## src/rtl/core/url_enc_pkg.sv

```systemverilog
// Shared constants, types and a helper function for the URL percent encoder.
`default_nettype none

package url_enc_pkg;

   // Character codes used by the encoder.
   localparam logic [7:0] SPACE_CHAR   = 8'h20;
   localparam logic [7:0] PERCENT_CHAR = 8'h25;
   localparam logic [7:0] PLUS_CHAR    = 8'h2B;
   localparam logic [7:0] DIGIT_ZERO   = 8'h30;
   localparam logic [7:0] LETTER_A     = 8'h41;
   localparam logic [7:0] NULL_CHAR    = 8'h00;

   // At most four characters come from one input byte.
   localparam int GROUP_MAX   = 4;
   localparam int COUNT_WIDTH = $clog2(GROUP_MAX + 1);

   localparam logic [COUNT_WIDTH-1:0] COUNT_NONE    = COUNT_WIDTH'(0);
   localparam logic [COUNT_WIDTH-1:0] COUNT_ONE     = COUNT_WIDTH'(1);
   localparam logic [COUNT_WIDTH-1:0] COUNT_ESCAPE  = COUNT_WIDTH'(3);
   localparam logic [COUNT_WIDTH-1:0] COUNT_WITH_PLUS = COUNT_WIDTH'(4);

   // Characters for one input byte, first character in slot 0.
   typedef struct packed {
      logic [GROUP_MAX-1:0][7:0] chars;
      logic [COUNT_WIDTH-1:0]    count;
   } char_group_type;

   // Upper-case hex digit for one nibble.
   function automatic logic [7:0] hex_digit(input logic [3:0] nibble);
      logic [7:0] result;
      if (nibble < 4'd10) begin
         result = DIGIT_ZERO + {4'b0000, nibble};
      end else begin
         result = LETTER_A + {4'b0000, nibble - 4'd10};
      end
      return result;
   endfunction

endpackage

`default_nettype wire

```

## src/rtl/core/url_enc_core.sv

```systemverilog
// Encoder core: word/plus state and the character group for one byte.
`default_nettype none

module url_enc_core
   import url_enc_pkg::*;
(
   input  wire logic           clock,
   input  wire logic           reset,
   input  wire logic [7:0]     text_byte,
   input  wire logic           end_of_text,
   input  wire logic           advance,
   output char_group_type      group
);

   logic word_emitted_ff;
   logic word_emitted_in;
   logic plus_pending_ff;
   logic plus_pending_in;
   logic is_space;
   logic send_plus;
   logic [7:0] hi_char;
   logic [7:0] lo_char;

   assign is_space  = (text_byte == SPACE_CHAR);
   assign send_plus = plus_pending_ff && word_emitted_ff;
   assign hi_char   = hex_digit(text_byte[7:4]);
   assign lo_char   = hex_digit(text_byte[3:0]);

   // Character group for the byte in the input register.
   always_comb begin
      if (is_space) begin
         group.chars = {NULL_CHAR, NULL_CHAR, NULL_CHAR, NULL_CHAR};
         group.count = COUNT_NONE;
      end else if (send_plus) begin
         group.chars = {lo_char, hi_char, PERCENT_CHAR, PLUS_CHAR};
         group.count = COUNT_WITH_PLUS;
      end else begin
         group.chars = {NULL_CHAR, lo_char, hi_char, PERCENT_CHAR};
         group.count = COUNT_ESCAPE;
      end
   end

   // State update once the byte has been handed on; end of text clears both.
   always_comb begin
      word_emitted_in = word_emitted_ff;
      plus_pending_in = plus_pending_ff;
      if (advance) begin
         if (end_of_text) begin
            word_emitted_in = 1'b0;
            plus_pending_in = 1'b0;
         end else if (is_space) begin
            plus_pending_in = plus_pending_ff | word_emitted_ff;
         end else begin
            word_emitted_in = 1'b1;
            plus_pending_in = 1'b0;
         end
      end
   end

   always_ff @(posedge clock) begin
      if (reset) begin
         word_emitted_ff <= 1'b0;
         plus_pending_ff <= 1'b0;
      end else begin
         word_emitted_ff <= word_emitted_in;
         plus_pending_ff <= plus_pending_in;
      end
   end

endmodule

`default_nettype wire

```

## src/rtl/core/url_enc_ser.sv

```systemverilog
// Output serializer: sends a character group one character per item.
`default_nettype none

module url_enc_ser
   import url_enc_pkg::*;
(
   input  wire logic           clock,
   input  wire logic           reset,
   input  wire logic           load,
   input  wire char_group_type group,
   output logic                free,
   output logic                rsp_tvalid,
   input  wire logic           rsp_tready,
   output logic [7:0]          rsp_tdata,   // [7:0] out_char
   output logic                rsp_tlast    // run_last
);

   logic [GROUP_MAX-1:0][7:0] chars_ff;
   logic [GROUP_MAX-1:0][7:0] chars_in;
   logic [COUNT_WIDTH-1:0]    remain_ff;
   logic [COUNT_WIDTH-1:0]    remain_in;
   logic                      rsp_take;

   assign rsp_tvalid = (remain_ff != COUNT_NONE);
   assign rsp_tdata  = chars_ff[0];
   assign rsp_tlast  = (remain_ff == COUNT_ONE);
   assign rsp_take   = rsp_tvalid && rsp_tready;

   // A new group may load when empty or when the last character leaves now.
   assign free = (remain_ff == COUNT_NONE) || (rsp_tlast && rsp_tready);

   // Load a group or shift the next character to the front.
   always_comb begin
      chars_in  = chars_ff;
      remain_in = remain_ff;
      if (load) begin
         chars_in  = group.chars;
         remain_in = group.count;
      end else if (rsp_take) begin
         chars_in  = {NULL_CHAR, chars_ff[GROUP_MAX-1:1]};
         remain_in = remain_ff - COUNT_ONE;
      end
   end

   always_ff @(posedge clock) begin
      chars_ff <= chars_in;
      if (reset) begin
         remain_ff <= COUNT_NONE;
      end else begin
         remain_ff <= remain_in;
      end
   end

endmodule

`default_nettype wire

```

## src/rtl/core/url_percent_encoder.sv

```systemverilog
// Top level of the form-style URL percent encoder.
//
// The req channel takes one text byte per item in tdata, with tlast set on
// the last byte of a text. The rsp channel gives one character per item in
// tdata; tlast marks the last character caused by one input byte.
// Each byte other than a space gives '%' and two upper-case hex digits,
// preceded by '+' when a run of spaces separated it from an earlier word.
// Spaces give no output; end of text forgets any pending '+'.
// An accepted byte sits in an input register, is encoded there and, once the
// serializer is free, loaded into the output serializer. The first character
// goes out on rsp from the serializer register, which follows the input register.
// An escaped byte occupies the serializer while its three or four characters
// go out; a space is handed on without waiting for the serializer.
// The next byte is taken while the current characters are still going out.
// Reset empties both registers and clears the word and plus state.
// When the receiver stalls, the current character holds and, once the input
// register is full, req_tready falls.
`default_nettype none

module url_percent_encoder
   import url_enc_pkg::*;
(
   input  wire logic        clock,
   input  wire logic        reset,
   input  wire logic        req_tvalid,
   output logic             req_tready,
   input  wire logic [7:0]  req_tdata,   // [7:0] text_byte
   input  wire logic        req_tlast,   // end_of_text
   output logic             rsp_tvalid,
   input  wire logic        rsp_tready,
   output logic [7:0]       rsp_tdata,   // [7:0] out_char
   output logic             rsp_tlast    // run_last
);

   logic           in_valid_ff;
   logic           in_valid_in;
   logic [7:0]     in_byte_ff;
   logic           in_end_ff;
   logic           in_take;
   logic           ser_free;
   logic           ser_load;
   char_group_type group;

   // Encode the registered byte.
   url_enc_core u_core (
      .clock       (clock),
      .reset       (reset),
      .text_byte   (in_byte_ff),
      .end_of_text (in_end_ff),
      .advance     (in_take),
      .group       (group)
   );

   // Hand the byte on when it has no characters or the serializer is free.
   assign in_take    = in_valid_ff && ((group.count == COUNT_NONE) || ser_free);
   assign ser_load   = in_take && (group.count != COUNT_NONE);
   assign req_tready = !in_valid_ff || in_take;

   always_comb begin
      in_valid_in = in_valid_ff;
      if (req_tvalid && req_tready) begin
         in_valid_in = 1'b1;
      end else if (in_take) begin
         in_valid_in = 1'b0;
      end
   end

   // Input register.
   always_ff @(posedge clock) begin
      if (req_tvalid && req_tready) begin
         in_byte_ff <= req_tdata;
         in_end_ff  <= req_tlast;
      end
      if (reset) begin
         in_valid_ff <= 1'b0;
      end else begin
         in_valid_ff <= in_valid_in;
      end
   end

   // Serialize the characters onto the result channel.
   url_enc_ser u_ser (
      .clock      (clock),
      .reset      (reset),
      .load       (ser_load),
      .group      (group),
      .free       (ser_free),
      .rsp_tvalid (rsp_tvalid),
      .rsp_tready (rsp_tready),
      .rsp_tdata  (rsp_tdata),
      .rsp_tlast  (rsp_tlast)
   );

endmodule

`default_nettype wire
```

## config.mk

```make
export PLATFORM = sky130hd
export DESIGN_NAME = url_percent_encoder
export DESIGN_NICKNAME = d
export VERILOG_FILES = /design/src/rtl/core/url_enc_pkg.sv /design/src/rtl/core/url_enc_core.sv /design/src/rtl/core/url_enc_ser.sv /design/src/rtl/core/url_percent_encoder.sv
export SDC_FILE = /design/constraint.sdc
export NUM_CORES = 1
export LEC_CHECK = 0
export BUFFER_PORTS_ARGS = -buffer_cell sky130_fd_sc_hd__buf_2
export CAP_MARGIN = 0
export CORE_ASPECT_RATIO = 1.2
export CORE_MARGIN = 1
export CORE_UTILIZATION = 60
export CTS_BUF_LIST = sky130_fd_sc_hd__clkbuf_2 sky130_fd_sc_hd__clkbuf_4 sky130_fd_sc_hd__clkbuf_8
export CTS_CLUSTER_SIZE = 14
export DETAILED_ROUTE_END_ITERATION = 8
export GPL_TIMING_DRIVEN = 0
export PLACE_DENSITY = 0.87
export SYNTH_ARGS = -nofsm -noshare
export SYNTH_HDL_FRONTEND = slang
export SYNTH_HIERARCHICAL = 1
export SYNTH_SLANG_ARGS = --single-unit
```

## constraint.sdc

```tcl
create_clock -name clock -period 4.3 [get_ports clock]
set_input_delay 0.86 -clock clock [delete_from_list [all_inputs] [get_ports clock]]
set_output_delay 0.86 -clock clock [all_outputs]
set_load 0.05 [all_outputs]
```

# Word-level counts from Yosys, hierarchy flattened
# Cells that the tools add are included.
[op_classes]
n_bitwise = 1
magnitude_cmp = 2
reduce_logical = 17
mux = 14
add_sub_neg = 7
eq_ne = 3
[ops]
columns = ["operator", "n"]
rows = [
  ["$mux W35", 2],
  ["$mux W32", 2],
  ["$add A7 B4 Y8 const A", 2],
  ["$mux W8", 2],
  ["$add A6 B4 Y7 const A", 2],
  ["$eq A8 B6 Y1 const B", 1],
  ["$lt A4 B4 Y1 const B", 2],
  ["$sub A4 B4 Y4 const B", 2],
  ["$logic_and A1 B1 Y1", 6],
  ["$logic_not A3 Y1", 2],
  ["$mux W1", 6],
  ["$mux W3", 2],
  ["$reduce_bool A3 Y1", 2],
  ["$reduce_bool A2 Y1", 2],
  ["$eq A3 B1 Y1 const B", 1],
  ["$logic_or A1 B1 Y1", 3],
  ["$sub A3 B1 Y3 const B", 1],
  ["$ne A2 B2 Y1 const B", 1],
  ["$reduce_and A2 Y1", 1],
  ["$logic_not A1 Y1", 1],
  ["$or A1 B1 Y1", 1],
]
[word_totals]
out_inout_bits = 11
register_bits = 47
input_bits = 13

# Longest topological paths before layout
[logic_depth]
depth_word = 11
depth_mapped = 13
depth_no_buf = 9

# Modules after synthesis
# The synthesis kept the hierarchy.
[by_module_without_submodules]
columns = ["module", "instances", "area_per_inst_um2", "cells_per_inst"]
rows = [
  ["url_enc_ser", 1, 1615.3, 103],
  ["url_enc_core", 1, 734.5, 103],
  ["url_percent_encoder", 1, 354.1, 20],
]

# Worst setup path after synthesis
# No wires, ideal clock.
[synth_timing]
kind = "register -> output"
start = "reg in_byte_ff[3]"
end = "out req_tready"
setup_slack_ns = 1.145
arrival_time_ns = 2.295
n_path_buf = 3
stages_incl_launch_ff = 9
required_time_ns = 3.440
path_cell_list = "edfxtp_1 buf_6 or4_4 nor2_2 buf_6 nor2_1 buf_4 or3_4 nand3_1"
[synth_rtl]
columns = ["element", "line_no", "rtl"]
rows = [
  ["from (decl)", "url_percent_encoder.sv:37", "logic [7:0] in_byte_ff;"],
  ["from (signal assigned)", "url_percent_encoder.sv:71", "in_byte_ff <= req_tdata;"],
  ["to (decl)", "url_percent_encoder.sv:26", "output logic req_tready,"],
]

==> impl_table.tex <==
\begin{tabular}{lr}
\hline
Metric & Value \\
\hline
\multicolumn{2}{l}{\textbf{Place}} \\
Post-detail-place hpwl & 3.281 mm \\
Final weighted congestion in routability-driven placement & 0.8632 \\
PortBufs & 23 \\
Total instance count after detailed placement & 310 \\
\multicolumn{2}{l}{\textbf{Worst setup path}} \\
Required time of the critical path & 3.44 ns \\
Critical-path cell list & or4\_4 -> nor2\_2 -> buf\_6 -> nor2\_1 -> buf\_4 -> or3\_4 -> nand3\_1 -> buf\_2 \\
Family with the most delay on the worst path & simple AND/OR/NAND/NOR gates \\
Category of the critical setup timing path & register to output port \\
Stage delay of the slowest cell on the critical path & 0.62 ns \\
Startpoint kind of the worst setup timing path & register \\
Worst Setup End Kind & output port \\
Highest net fanout along the worst path & 10 \\
Slowest stage cell, crit path & or4\_4 \\
Critical Path AT & 2.78 ns \\
Buf+Inv Stages, Crit Path & 3 \\
\multicolumn{2}{l}{\textbf{Global route}} \\
Maximum number of pins on one net before global-route repair & 33 \\
Total congestion overflow after global routing & 0 \\
GR Util All Layers & 20.72\% \\
Number of global-route vias before repair & 1623 \\
Number of antenna violations at the first check in global routing & 0 \\
Global-route wire length before repair & 7.320 mm \\
\multicolumn{2}{l}{\textbf{Power}} \\
Peak supply drop & 386.8 uV \\
LEAKAGE & 1.246 nW \\
PwrDens & 678.8 nW/um\^{}2 \\
\multicolumn{2}{l}{\textbf{Timing}} \\
Maximum clock frequency & 275.0 MHz \\
Final setup violation count & 0 \\
Sum Neg Setup Slack & 0 ns \\
Final hold slack & 0.4887 ns \\
Transition time at the pin with the least slew margin & 0.9229 ns \\
Fraction of the cycle the final worst path needs & 84.57\% \\
Relative slew slack & 38.19\% \\
Largest clock skew in the final design & 0.003165 ns \\
Max-slew violations & 0 \\
Time the final worst path needs with I/O delays and setup & 3.636 ns \\
RSZ-0062 raised after global routing & no \\
Hold violation total from the final report & 0 \\
\multicolumn{2}{l}{\textbf{Drt}} \\
Routed vias & 1714 \\
Final routed wirelength across all metal layers & 4.505 mm \\
Post-detailed-route DRC marker count & 0 \\
Number of iterations in the first detailed-routing pass & 5 \\
Antenna Nets Post-Route & 0 \\
Vias per std cell & 5.390 \\
Detailed Route Iter0 Violations & 88 \\
Routed wire length per instance & 14.17 um \\
\multicolumn{2}{l}{\textbf{Logic synthesis}} \\
Top cells by area in the synthesized netlist & edfxtp\_1, mux2\_2, buf\_4 \\
Area fraction of the dominant cell type after synthesis & 45.53\% \\
Synth cell types & 51 \\
Number of enable-type register cells in the synthesized netlist & 41 \\
Avg Inst Size Synth & 11.96 sq um \\
Most common flop cell mapped by yosys & edfxtp\_1 \\
Post-Synthesis Cell Area & 2704 sq um \\
Fraction of synthesis flops using an asynchronous set or reset pin & 0\% \\
Synthesized instance count & 226 \\
Register bit total from synthesis & 47 \\
Yosys warning count & 6 \\
Seq/Total Area, Yosys & 49.98\% \\
Most area-hungry cell type in the Yosys netlist & edfxtp\_1 \\
\multicolumn{2}{l}{\textbf{Final layout}} \\
Most common library cell in the layout ignoring fill and taps & edfxtp\_1 \\
Area Overhead vs Synth & 12.59\% \\
Number of non-filler instances in the completed layout & 318 \\
Area used by multi-input combinational logic & 1106 sq um \\
Area occupied by registers & 1351 sq um \\
Commonest cells after routing, fill and taps aside & edfxtp\_1, buf\_2, mux2\_2 \\
Final antenna diode count & 0 \\
Fillers & 326 \\
Net total in the final layout & 285 \\
Fraction of layout cells with a size suffix above 1 & 36.26\% \\
\multicolumn{2}{l}{\textbf{Clocking}} \\
Worst-case clock buffer depth & 2 \\
Count of buffers added by post-CTS timing repair for setup & 0 \\
\# hold bufs at CTS & 0 \\
Buffer cell driving the clock tree root & clkbuf\_8 \\
CTS sink cnt & 47 \\
Total number of H-tree levels & 2 \\
Clock input transition at the sequential cells of the worst setup and hold paths & 0.08 ns \\
Clock tree from TritonCTS & done \\
Clock insertion delay at the later pin of the skew report & 0.30 ns \\
Number of clock buffers inserted by TritonCTS & 5 \\
Post-cts gate resize count & 0 \\
\multicolumn{2}{l}{\textbf{Die}} \\
Placement row count & 26 \\
Standard cell core area & 4294 sq um \\
Overall die area & 4780 sq um \\
Width of the chip & 63.28 um \\
Initial core utilization & 62.97\% \\
Die Height & 75.54 um \\
Total I/O pin count & 24 \\
\multicolumn{2}{l}{\textbf{Job}} \\
Max-cap viol count & 0 \\
\multicolumn{2}{l}{\textbf{Outcome}} \\
Result of the run & completed \\
\multicolumn{2}{l}{\textbf{Min path}} \\
Worst hold path type & register to register \\
\hline
\end{tabular}
per-stage QoR:
step | utilization (%) | worst slack, ns | cell area [sq um] | total power (W)
finish | 70.89 | 0.6637 | 3044 | 0.002066
global route | 70.89 | 0.4594 | 3044 | 0.002177
CTS | 70.89 | 0.6653 | 3044 | 0.002079
detailed placement | 67.72 | 0.7183 | 2908 | 0.001698
global placement | 67.72 | 0.7871 | 2908 | 0.001657
floorplan | - | 1.145 | 2723 | 0.001524
state kept, by name, summed over array words and instances, names as in the netlist:
signal and count:
u_ser/rsp_tdata 8, u_ser/remain_ff 3, in_end_ff 1, u_core/plus_pending_ff 1
u_core/word_emitted_ff 1, in_byte_ff 8, in_valid_ff 1, u_ser/chars_ff 24
cell type report:
| class | count | share of cell area (%) |
|---|---|---|
| Buffer | 27 | 6.617 |
| Clock buffer | 5 | 2.261 |
| Clock inverter | 3 | 2.219 |
| Inverter | 17 | 2.096 |
| Multi-Input combinational cell | 140 | 36.33 |
| Sequential cell | 47 | 44.39 |
| Tap cell | 56 | 2.302 |
| Timing Repair Buffer | 23 | 3.781 |
cell families after synthesis:
family / Yosys count / share of synthesized area (%)
adders and majority gates: 11 / 5.090
xor gates and xnor gates: 3 / 0.9719
AOI/OAI and AO/OA: 44 / 11.80
other: 1 / 0.1387
muxes: 29 / 11.94
buffers and inverters: 44 / 9.810
DFF: 47 / 49.98
and+or+nand+nor: 47 / 10.27
synthesized netlist by cell type (2+ instances only):
cell and n:
a211o_1 2, a211oi_1 3, a21boi_0 4, a21oi_1 13, a311oi_1 2, a31oi_1 3, and2_1 9, and3b_1 2
buf_2 5, buf_4 19, buf_6 3, dfxtp_1 6, edfxtp_1 41, ha_1 11, inv_1 16, mux2_2 26
mux2i_1 3, nand2_1 7, nand3_1 2, nor2_1 11, nor2b_1 2, nor3_1 4, o21ai_0 2, o31ai_1 2
xor2_1 2
per-layer routing:
layer,up-vias,routed length (um),track usage [%]
li1,869,-,-
met4,0,62,6.566
met5,-,0,0
met1,795,1890,23.75
met2,42,2408,39.07
met3,8,144,4.491
report_power, final:
part	switching (W)	internal, W
Clock	0.000146	0.000232
Sequential	0.0000703	0.000766
Combinational	0.000512	0.000340
path summary, 6_finish.rpt:
check	start	endpoint	slack, ns	depth (start not counted)
worst max-delay path	in_byte_ff[2]$_DFFE_PP_	req_tready	0.66	8
worst min-delay path	in_end_ff$_DFFE_PP_	u_core/word_emitted_ff$_SDFFE_PP0P_	0.49	1
worst max register to register	in_byte_ff[4]$_DFFE_PP_	u_ser/chars_ff[29]$_SDFFCE_PN0P_	0.69	12
worst min register to register	in_end_ff$_DFFE_PP_	u_core/word_emitted_ff$_SDFFE_PP0P_	0.49	1
Power figures use the tool's default switching activity.
